## src/rtl/core/kss_pkg.sv

```systemverilog
package kss_pkg;

   localparam int MaxItems  = 1024;
   localparam int DataBits  = 32;
   localparam int IndexBits = $clog2(MaxItems);
   localparam int CountBits = IndexBits + 1;
   localparam int RankBits  = 11;
   localparam int SizeBits  = 11;

   localparam logic [1:0] StatusOk   = 2'd0;
   localparam logic [1:0] StatusRank = 2'd1;
   localparam logic [1:0] StatusDrop = 2'd2;

   typedef struct packed {
      logic [DataBits-1:0] item_value;
      logic                last;
   } kss_req_type;

   typedef struct packed {
      logic [DataBits-1:0] selected_value;
      logic [SizeBits-1:0] set_size;
      logic [1:0]          status;
   } kss_rsp_type;

   typedef struct packed {
      logic                 start;
      logic [IndexBits-1:0] last_idx;
      logic [IndexBits-1:0] target;
   } kss_cmd_type;

   typedef struct packed {
      logic                done;
      logic [DataBits-1:0] value;
   } kss_done_type;

   typedef struct packed {
      logic                 wr_en;
      logic [IndexBits-1:0] wr_addr;
      logic [DataBits-1:0]  wr_data;
      logic [IndexBits-1:0] rd_addr;
   } kss_mem_req_type;

   typedef enum logic [2:0] {
      ENG_IDLE,
      ENG_START,
      ENG_PIVOT,
      ENG_LREAD,
      ENG_LSCAN,
      ENG_RSCAN,
      ENG_SWAP,
      ENG_DONE
   } kss_eng_state_type;

   typedef enum logic [1:0] {
      TOP_LOAD,
      TOP_SELECT,
      TOP_EMIT
   } kss_top_state_type;

endpackage

```

## src/rtl/core/kss_engine.sv

```systemverilog
module kss_engine (
   input  logic                           clock,
   input  logic                           reset,
   input  kss_pkg::kss_cmd_type           cmd,
   input  logic [kss_pkg::DataBits-1:0]   rd_data,
   output kss_pkg::kss_mem_req_type       mem_req,
   output kss_pkg::kss_done_type          result
);

   kss_pkg::kss_eng_state_type state_ff, state_in;
   logic [kss_pkg::IndexBits-1:0] low_ff, low_in;
   logic [kss_pkg::IndexBits-1:0] high_ff, high_in;
   logic [kss_pkg::IndexBits-1:0] left_ff, left_in;
   logic [kss_pkg::IndexBits-1:0] right_ff, right_in;
   logic [kss_pkg::IndexBits-1:0] target_ff, target_in;
   logic [kss_pkg::DataBits-1:0]  pivot_ff, pivot_in;
   logic [kss_pkg::DataBits-1:0]  lval_ff, lval_in;
   logic [kss_pkg::IndexBits:0]   mid_sum;

   always_ff @(posedge clock) begin
      if (reset) begin
         state_ff <= kss_pkg::ENG_IDLE;
      end else begin
         state_ff <= state_in;
      end
      low_ff    <= low_in;
      high_ff   <= high_in;
      left_ff   <= left_in;
      right_ff  <= right_in;
      target_ff <= target_in;
      pivot_ff  <= pivot_in;
      lval_ff   <= lval_in;
   end

   assign mid_sum = {1'b0, low_ff} + {1'b0, high_ff};

   always_comb begin
      state_in        = state_ff;
      low_in          = low_ff;
      high_in         = high_ff;
      left_in         = left_ff;
      right_in        = right_ff;
      target_in       = target_ff;
      pivot_in        = pivot_ff;
      lval_in         = lval_ff;
      mem_req.wr_en   = 1'b0;
      mem_req.wr_addr = left_ff;
      mem_req.wr_data = rd_data;
      mem_req.rd_addr = left_ff;
      result.done     = 1'b0;
      result.value    = rd_data;

      unique case (state_ff)
         kss_pkg::ENG_IDLE: begin
            if (cmd.start) begin
               low_in    = '0;
               high_in   = cmd.last_idx;
               target_in = cmd.target;
               state_in  = kss_pkg::ENG_START;
            end
         end
         kss_pkg::ENG_START: begin
            // fetch the middle element, or the ranked one once the range is a single entry
            if (low_ff < high_ff) begin
               mem_req.rd_addr = mid_sum[kss_pkg::IndexBits:1];
               state_in        = kss_pkg::ENG_PIVOT;
            end else begin
               mem_req.rd_addr = target_ff;
               state_in        = kss_pkg::ENG_DONE;
            end
         end
         kss_pkg::ENG_PIVOT: begin
            pivot_in        = rd_data;
            left_in         = low_ff;
            right_in        = high_ff;
            mem_req.rd_addr = low_ff;
            state_in        = kss_pkg::ENG_LSCAN;
         end
         kss_pkg::ENG_LREAD: begin
            mem_req.rd_addr = left_ff;
            state_in        = kss_pkg::ENG_LSCAN;
         end
         kss_pkg::ENG_LSCAN: begin
            if ((left_ff < high_ff) && (rd_data < pivot_ff)) begin
               left_in         = left_ff + 1'b1;
               mem_req.rd_addr = left_ff + 1'b1;
            end else begin
               lval_in         = rd_data;
               mem_req.rd_addr = right_ff;
               state_in        = kss_pkg::ENG_RSCAN;
            end
         end
         kss_pkg::ENG_RSCAN: begin
            if ((right_ff > low_ff) && (rd_data > pivot_ff)) begin
               right_in        = right_ff - 1'b1;
               mem_req.rd_addr = right_ff - 1'b1;
            end else if (left_ff >= right_ff) begin
               // split at right: keep the side that holds the rank
               if (target_ff <= right_ff) begin
                  high_in = right_ff;
               end else begin
                  low_in = right_ff + 1'b1;
               end
               state_in = kss_pkg::ENG_START;
            end else begin
               mem_req.wr_en   = 1'b1;
               mem_req.wr_addr = left_ff;
               mem_req.wr_data = rd_data;
               state_in        = kss_pkg::ENG_SWAP;
            end
         end
         kss_pkg::ENG_SWAP: begin
            mem_req.wr_en   = 1'b1;
            mem_req.wr_addr = right_ff;
            mem_req.wr_data = lval_ff;
            left_in         = left_ff + 1'b1;
            right_in        = right_ff - 1'b1;
            state_in        = kss_pkg::ENG_LREAD;
         end
         kss_pkg::ENG_DONE: begin
            result.done = 1'b1;
            state_in    = kss_pkg::ENG_IDLE;
         end
         default: begin
            state_in = kss_pkg::ENG_IDLE;
         end
      endcase
   end

endmodule

```

## config.mk

```make
export PLATFORM = sky130hd
export DESIGN_NAME = kss_engine
export DESIGN_NICKNAME = d
export VERILOG_FILES = /design/src/rtl/core/kss_pkg.sv /design/src/rtl/core/kss_engine.sv
export SDC_FILE = /design/constraint.sdc
export NUM_CORES = 1
export LEC_CHECK = 0
export BUFFER_PORTS_ARGS = -buffer_cell sky130_fd_sc_hd__buf_2
export CORE_MARGIN = 10
export CORE_UTILIZATION = 50
export CTS_BUF_LIST = sky130_fd_sc_hd__clkbuf_8
export DETAILED_ROUTE_END_ITERATION = 16
export HOLD_SLACK_MARGIN = 0.03
export PLACE_DENSITY_LB_ADDON = 0.2
export REMOVE_ABC_BUFFERS = 1
export SYNTH_ARGS = -nofsm -noshare
export SYNTH_HDL_FRONTEND = slang
export SYNTH_SLANG_ARGS = --single-unit
export TNS_END_PERCENT = 10
```

## constraint.sdc

```tcl
create_clock -name clock -period 3.52 [get_ports clock]
set_input_delay 0.352 -clock clock [delete_from_list [all_inputs] [get_ports clock]]
set_output_delay 0.352 -clock clock [all_outputs]
set_load 0.005 [all_outputs]
```

After elaboration in Yosys (flattened, before gate mapping). Cells that the tools add are included.

Add/subtract/negate cells: 4. Magnitude comparators: 7. Equality and inequality tests: 15. Muxes and demuxes: 28. Bitwise operators: 1. Reduce and logical (&&, ||, !) cells: 14.

Operators by type and width (count): two-way mux 10 bit (13); two-way mux 43 bit (2); case mux 43 bit (2 select lines) (1); case mux 10 bit (3 select lines) (2); case mux 10 bit (2 select lines) (2); case mux 10 bit (4 select lines) (1); greater-than comparator 32 bit (1); less-than comparator 32 bit (1); case mux 3 bit (7 select lines) (1); adder 10 x 1 -> 10 bit (second input constant) (2); less-than comparator 10 bit (2); inequality test 2 bit (second input constant) (8); two-way mux 3 bit (5); == test 3 bit (second input constant) (4); adder 10 x 10 -> 11 bit (1); >= comparator 10 bit (1); greater-than comparator 10 bit (1); <= comparator 10 bit (1); AND reduction 5 bit (2); subtractor 10 x 1 -> 10 bit (second input constant) (1); AND reduction 2 bit (4); == test 3 x 2 -> 1 bit (second input constant) (2); nonzero test 3 bit (2); == test 3 x 1 -> 1 bit (second input constant) (1); 7 further kinds (8).

Register bits after elaboration: 117. Bits of input ports: 55. Output and inout port bits: 86.

Longest topological paths before layout.
Depth after elaboration: 5. Depth in mapped cells: 12.

Worst setup path after synthesis. OpenSTA, ideal clock, no wires.

Path type: register to register. From: reg right_ff[2] in the netlist's numbering. To: reg high_ff[0] in the netlist's numbering, enable pin. Library setup time: 380 ps. Arrival: 2602 ps. Slack: 538 ps. Stages on the path, launching flop included: 10. Buffers on the path: 0. Clock period less this slack: 2982 ps. Cell sequence: edfxtp_1 ha_1 and4_1 o21ai_1 a21oi_1 or4b_4 and2_4 nand2_4 a41oi_1 a21oi_1.

Word-level cells in the longest chain between the ends: 4. Elaborated cells on any way between the ends: 8. Those cells by class: order compare (3); eq/ne (3); reduce/logical (2).

Ends and longest elaborated chain: start, declared (line kss_engine.sv:14) `logic [kss_pkg::IndexBits-1:0] right_ff, right_in;`; start signal, assigned (line kss_engine.sv:29) `right_ff <= right_in;`; greater-than comparator 10 bit (line kss_engine.sv:94) `if ((right_ff > low_ff) && (rd_data > pivot_ff)) begin`; logical AND 1 bit (line kss_engine.sv:94); inequality test 2 bit (no line); AND reduction 5 bit (no line) (*); end signal, assigned (line kss_engine.sv:27) `high_ff <= high_in;`; end, declared (line kss_engine.sv:12) `logic [kss_pkg::IndexBits-1:0] high_ff, high_in;`.

Every way passes the cells marked *; elsewhere a longest branch is shown, timed or not. A chain may end at the register's enable or synchronous reset.

==> results.yml <==
outcome:
  status: "finished clean"
cells_and_area:
  n_antenna_cell: 0
  final_area_sq_mm: 0.01002
  fillers: 1326
  drive_gt1_share_pct: 33.13
  layout_commonest_cell: "buf_2"
  layout_common_cells: "140 x buf_2, 114 x edfxtp_1, 86 x ha_1"
  fin_cells: 1191
  nets: 1110
  syn2layout_area_growth_pct: 21.79
power:
  powerDensity_mw_per_mm2: 806.3
  vdd_drop_max_mv: 0.3788
  leakagePower_uw: 0.004337
grt:
  grt_pass1_wl_microns: 35920
  grt_max_degree: 38
  grt_overflow: 0
  grt.total_usage_pct: 20.61
  grt_pass1_vias: 6725
  grt_antenna_before_repair: 0
worst_setup_path:
  crit_type: "register to output pin"
  endpoint: "mem_req[6]"
  timing.reg2reg.worst_path_depth: 11
  required_ns: 3.17
  cp_num_buf_inv: 3
  rrSetupSlack_ns: 0.58
  cp.depth: 11
  crit_path_cell_trace: "ha_2 -> or4_1 -> a21oi_1 -> o21ai_1 -> a31oi_4 -> buf_4 -> clkbuf_16 -> nand2_1 -> o211ai_1 -> o2111ai_2 -> buf_2"
  max_stage_delay_ns: 0.52
  worstPathMaxFanout: 10
  cp-start-kind: "register"
  cpLargestDelayFamily: "compound AO/OA/AOI/OAI gates"
  crit_start: "low_ff[3]$_SDFFCE_PN0P_"
  arrival_ns: 3.14
  r2r_end: "low_ff[4]$_SDFFCE_PN0P_"
  r2r-start: "low_ff[3]$_SDFFCE_PN0P_"
  crit_path_end_kind: "output pin"
  cp_slowest_cell: "or4_1"
sta:
  finalCriticalPeriod_ns: 3.494
  skew_ns: 0.01147
  relSlewSlack_pct: 45.82
  setup_violations: 0
  fmax_mhz: 286.2
  hold_viol_final: 0
  fin_crit_sh_pct: 99.25
  tightest_slew_ns: 0.8042
  rsz0062_at_grt: "true"
  slew_violations: 0
clock_network:
  h-tree-depth: 4
  ctsHoldBuffers: 0
  cts.sinks: 117
  cts_buffer_depth: 2
  clock_latency_ns: 0.44
  clk_pin_slew_ns: 0.08
  cts_tree: "done"
  cts_buffers: 17
  root_buffer: "clkbuf_8"
placed_design:
  place.gp.congestion: 0.9905
  io_buffers: 140
  place_area_sq_mm: 0.009200
  dp_cells: 1140
  hpwl_microns: 18030
drt:
  drc: 0
  avgRoutedWirePerCell_microns: 19.75
  initialDrtViolationCount: 565
  viasPerCell: 5.736
  routed_wl_microns: 23530
  firstDrtPassIters: 6
  drtAntennaViolNets: 0
  detailroute.via_count: 6832
yosys:
  ys_seq_elements: 117
  async_reset_ff_share_pct: 0
  synth.distinct_cells: 79
  seq_area_frac_synth_pct: 42.34
  synth.avg_cell_area_sq_um: 10.34
  syn_inst: 796
  ys_warn_count: 0
  netlist_area_sq_mm: 0.008228
  synth_edf_count: 114
  ys.flop_type: "edfxtp_1"
job:
  max_cap_viol_count: 0
worst_hold_path:
  hp-class: "primary input to register"
  hold_depth: 1
floorplan:
  io_pins: 141
  die_w_microns: 148.3
  initial_core_util_pct: 51.42
  dieArea_sq_mm: 0.02199
  core-area_sq_mm: 0.01600
  fp.dieH_microns: 148.3
  num_rows: 46
==> worst register-to-register path, stage by stage (launching register included) <==
cell      delay (ns)
edfxtp_1        0.49
inv_2           0.12
ha_4            0.20
a21o_1          0.20
a21oi_2         0.14
nor3b_1         0.06
or4b_4          0.52
and2_4          0.19
nand2_4         0.11
a41oi_1         0.14
o21ba_1         0.25
buf_4           0.21
==> state kept, by name, summed over array words and instances (netlist names) <==
name,flops
high_ff,10
left_ff,10
low_ff,10
lval_ff,32
pivot_ff,32
right_ff,10
state_ff,3
target_ff,10
==> area by class of cell <==
type,instances,area (sq um),area share (%)
tap,216,270.3,2.697
multi-input combinational,548,4328,43.19
inverter,76,285.3,2.847
clock inverter,15,190.2,1.898
timing repair buffer,202,1230,12.27
sequential,117,3483,34.76
clock buffer,17,234.0,2.335
==> worst min path at each step <==
stage	start	slack, ns	to
2_1_floorplan	reset	0.42	state_ff[1]$_SDFFE_PP0P_
3_3_place_gp	cmd[4]	0.53	target_ff[4]$_DFFE_PP_
3_5_place_dp	cmd[5]	0.53	target_ff[5]$_DFFE_PP_
4_1_cts	cmd[9]	0.06	target_ff[9]$_DFFE_PP_
5_1_grt	cmd[9]	0.05	target_ff[9]$_DFFE_PP_
6_report	cmd[7]	0.08	target_ff[7]$_DFFE_PP_
==> layer usage <==
metal,up-vias,global-route usage (%),wire length (microns)
met5,-,0,0
met4,0,9.465,888
met3,70,5.127,2401
met2,387,33.10,10790
met1,3140,25.56,9443
li1,3235,-,-
==> kinds of logic (layout without fill, tap and decap cells) <==
group	after synthesis	count (layout)	synth area share (%)
AOI/OAI and AO/OA	187	187	15.50
xor gates and xnor gates	24	24	2.555
adders and majority gates	93	93	14.23
buffers and inverters	131	310	7.725
DFF	117	117	42.34
muxes	37	37	4.988
and+or+nand+nor	207	207	12.67
==> per-stage QoR <==
stage                     utilization [%]  total power (uW)  hold WS, ns  TNS (ns)  setup slack, ns
after floorplan                         -              4670       0.4241         0           0.4822
after CTS                           60.49              7671      0.05580         0          0.02253
after global routing                62.63              8586      0.05442   -0.4540         -0.09014
final                               62.63              8080      0.07917         0          0.02629
after global placement              57.50              6215       0.5289         0           0.2577
after detailed placement            57.50              6251       0.5303         0           0.2794
==> synth_stat cells (3+ instances only) <==
master	instances	area share, %
edfxtp_1	114	42
ha_1	92	14
inv_1	71	3.2
nand2_1	64	2.9
o21ai_0	62	3.8
nor2_1	45	2.1
buf_4	34	3.1
a21oi_1	33	2.0
mux2_2	32	4.4
xnor2_1	21	2.2
clkbuf_1	18	0.82
nand3_1	15	0.91
nor3_1	15	0.91
nand4_1	14	1.1
a21o_1	11	1.0
nor2b_1	10	0.76
a211oi_1	9	0.82
and3_1	9	0.68
nand2b_1	8	0.61
o21a_1	8	0.73
a31oi_1	6	0.46
o2111ai_1	6	0.64
and2_1	5	0.38
mux2i_1	5	0.61
o211ai_1	5	0.46
a221oi_1	4	0.43
a221oi_2	4	0.73
and4_1	4	0.43
a211oi_2	3	0.46
dfxtp_1	3	0.73
inv_2	3	0.14
nor3b_1	3	0.27
o21ai_1	3	0.18
xor2_1	3	0.32
==> power by group <==
part | switching [uW] | internal (uW) | total (uW)
logic | 2570 | 1850 | 4420
clock network | 578 | 763 | 1340
registers | 262 | 2060 | 2320
total | 3410 | 4670 | 8080
==> timing repair <==
action                                  4_1_cts  5_1_grt
gates cloned                                  0        2
endpoints found under the setup margin        7       10
setup buffers                                 5       12
resized for setup                             5       39
pin swaps                                     0       20
Note: power is estimated with default switching activity, not from simulation.
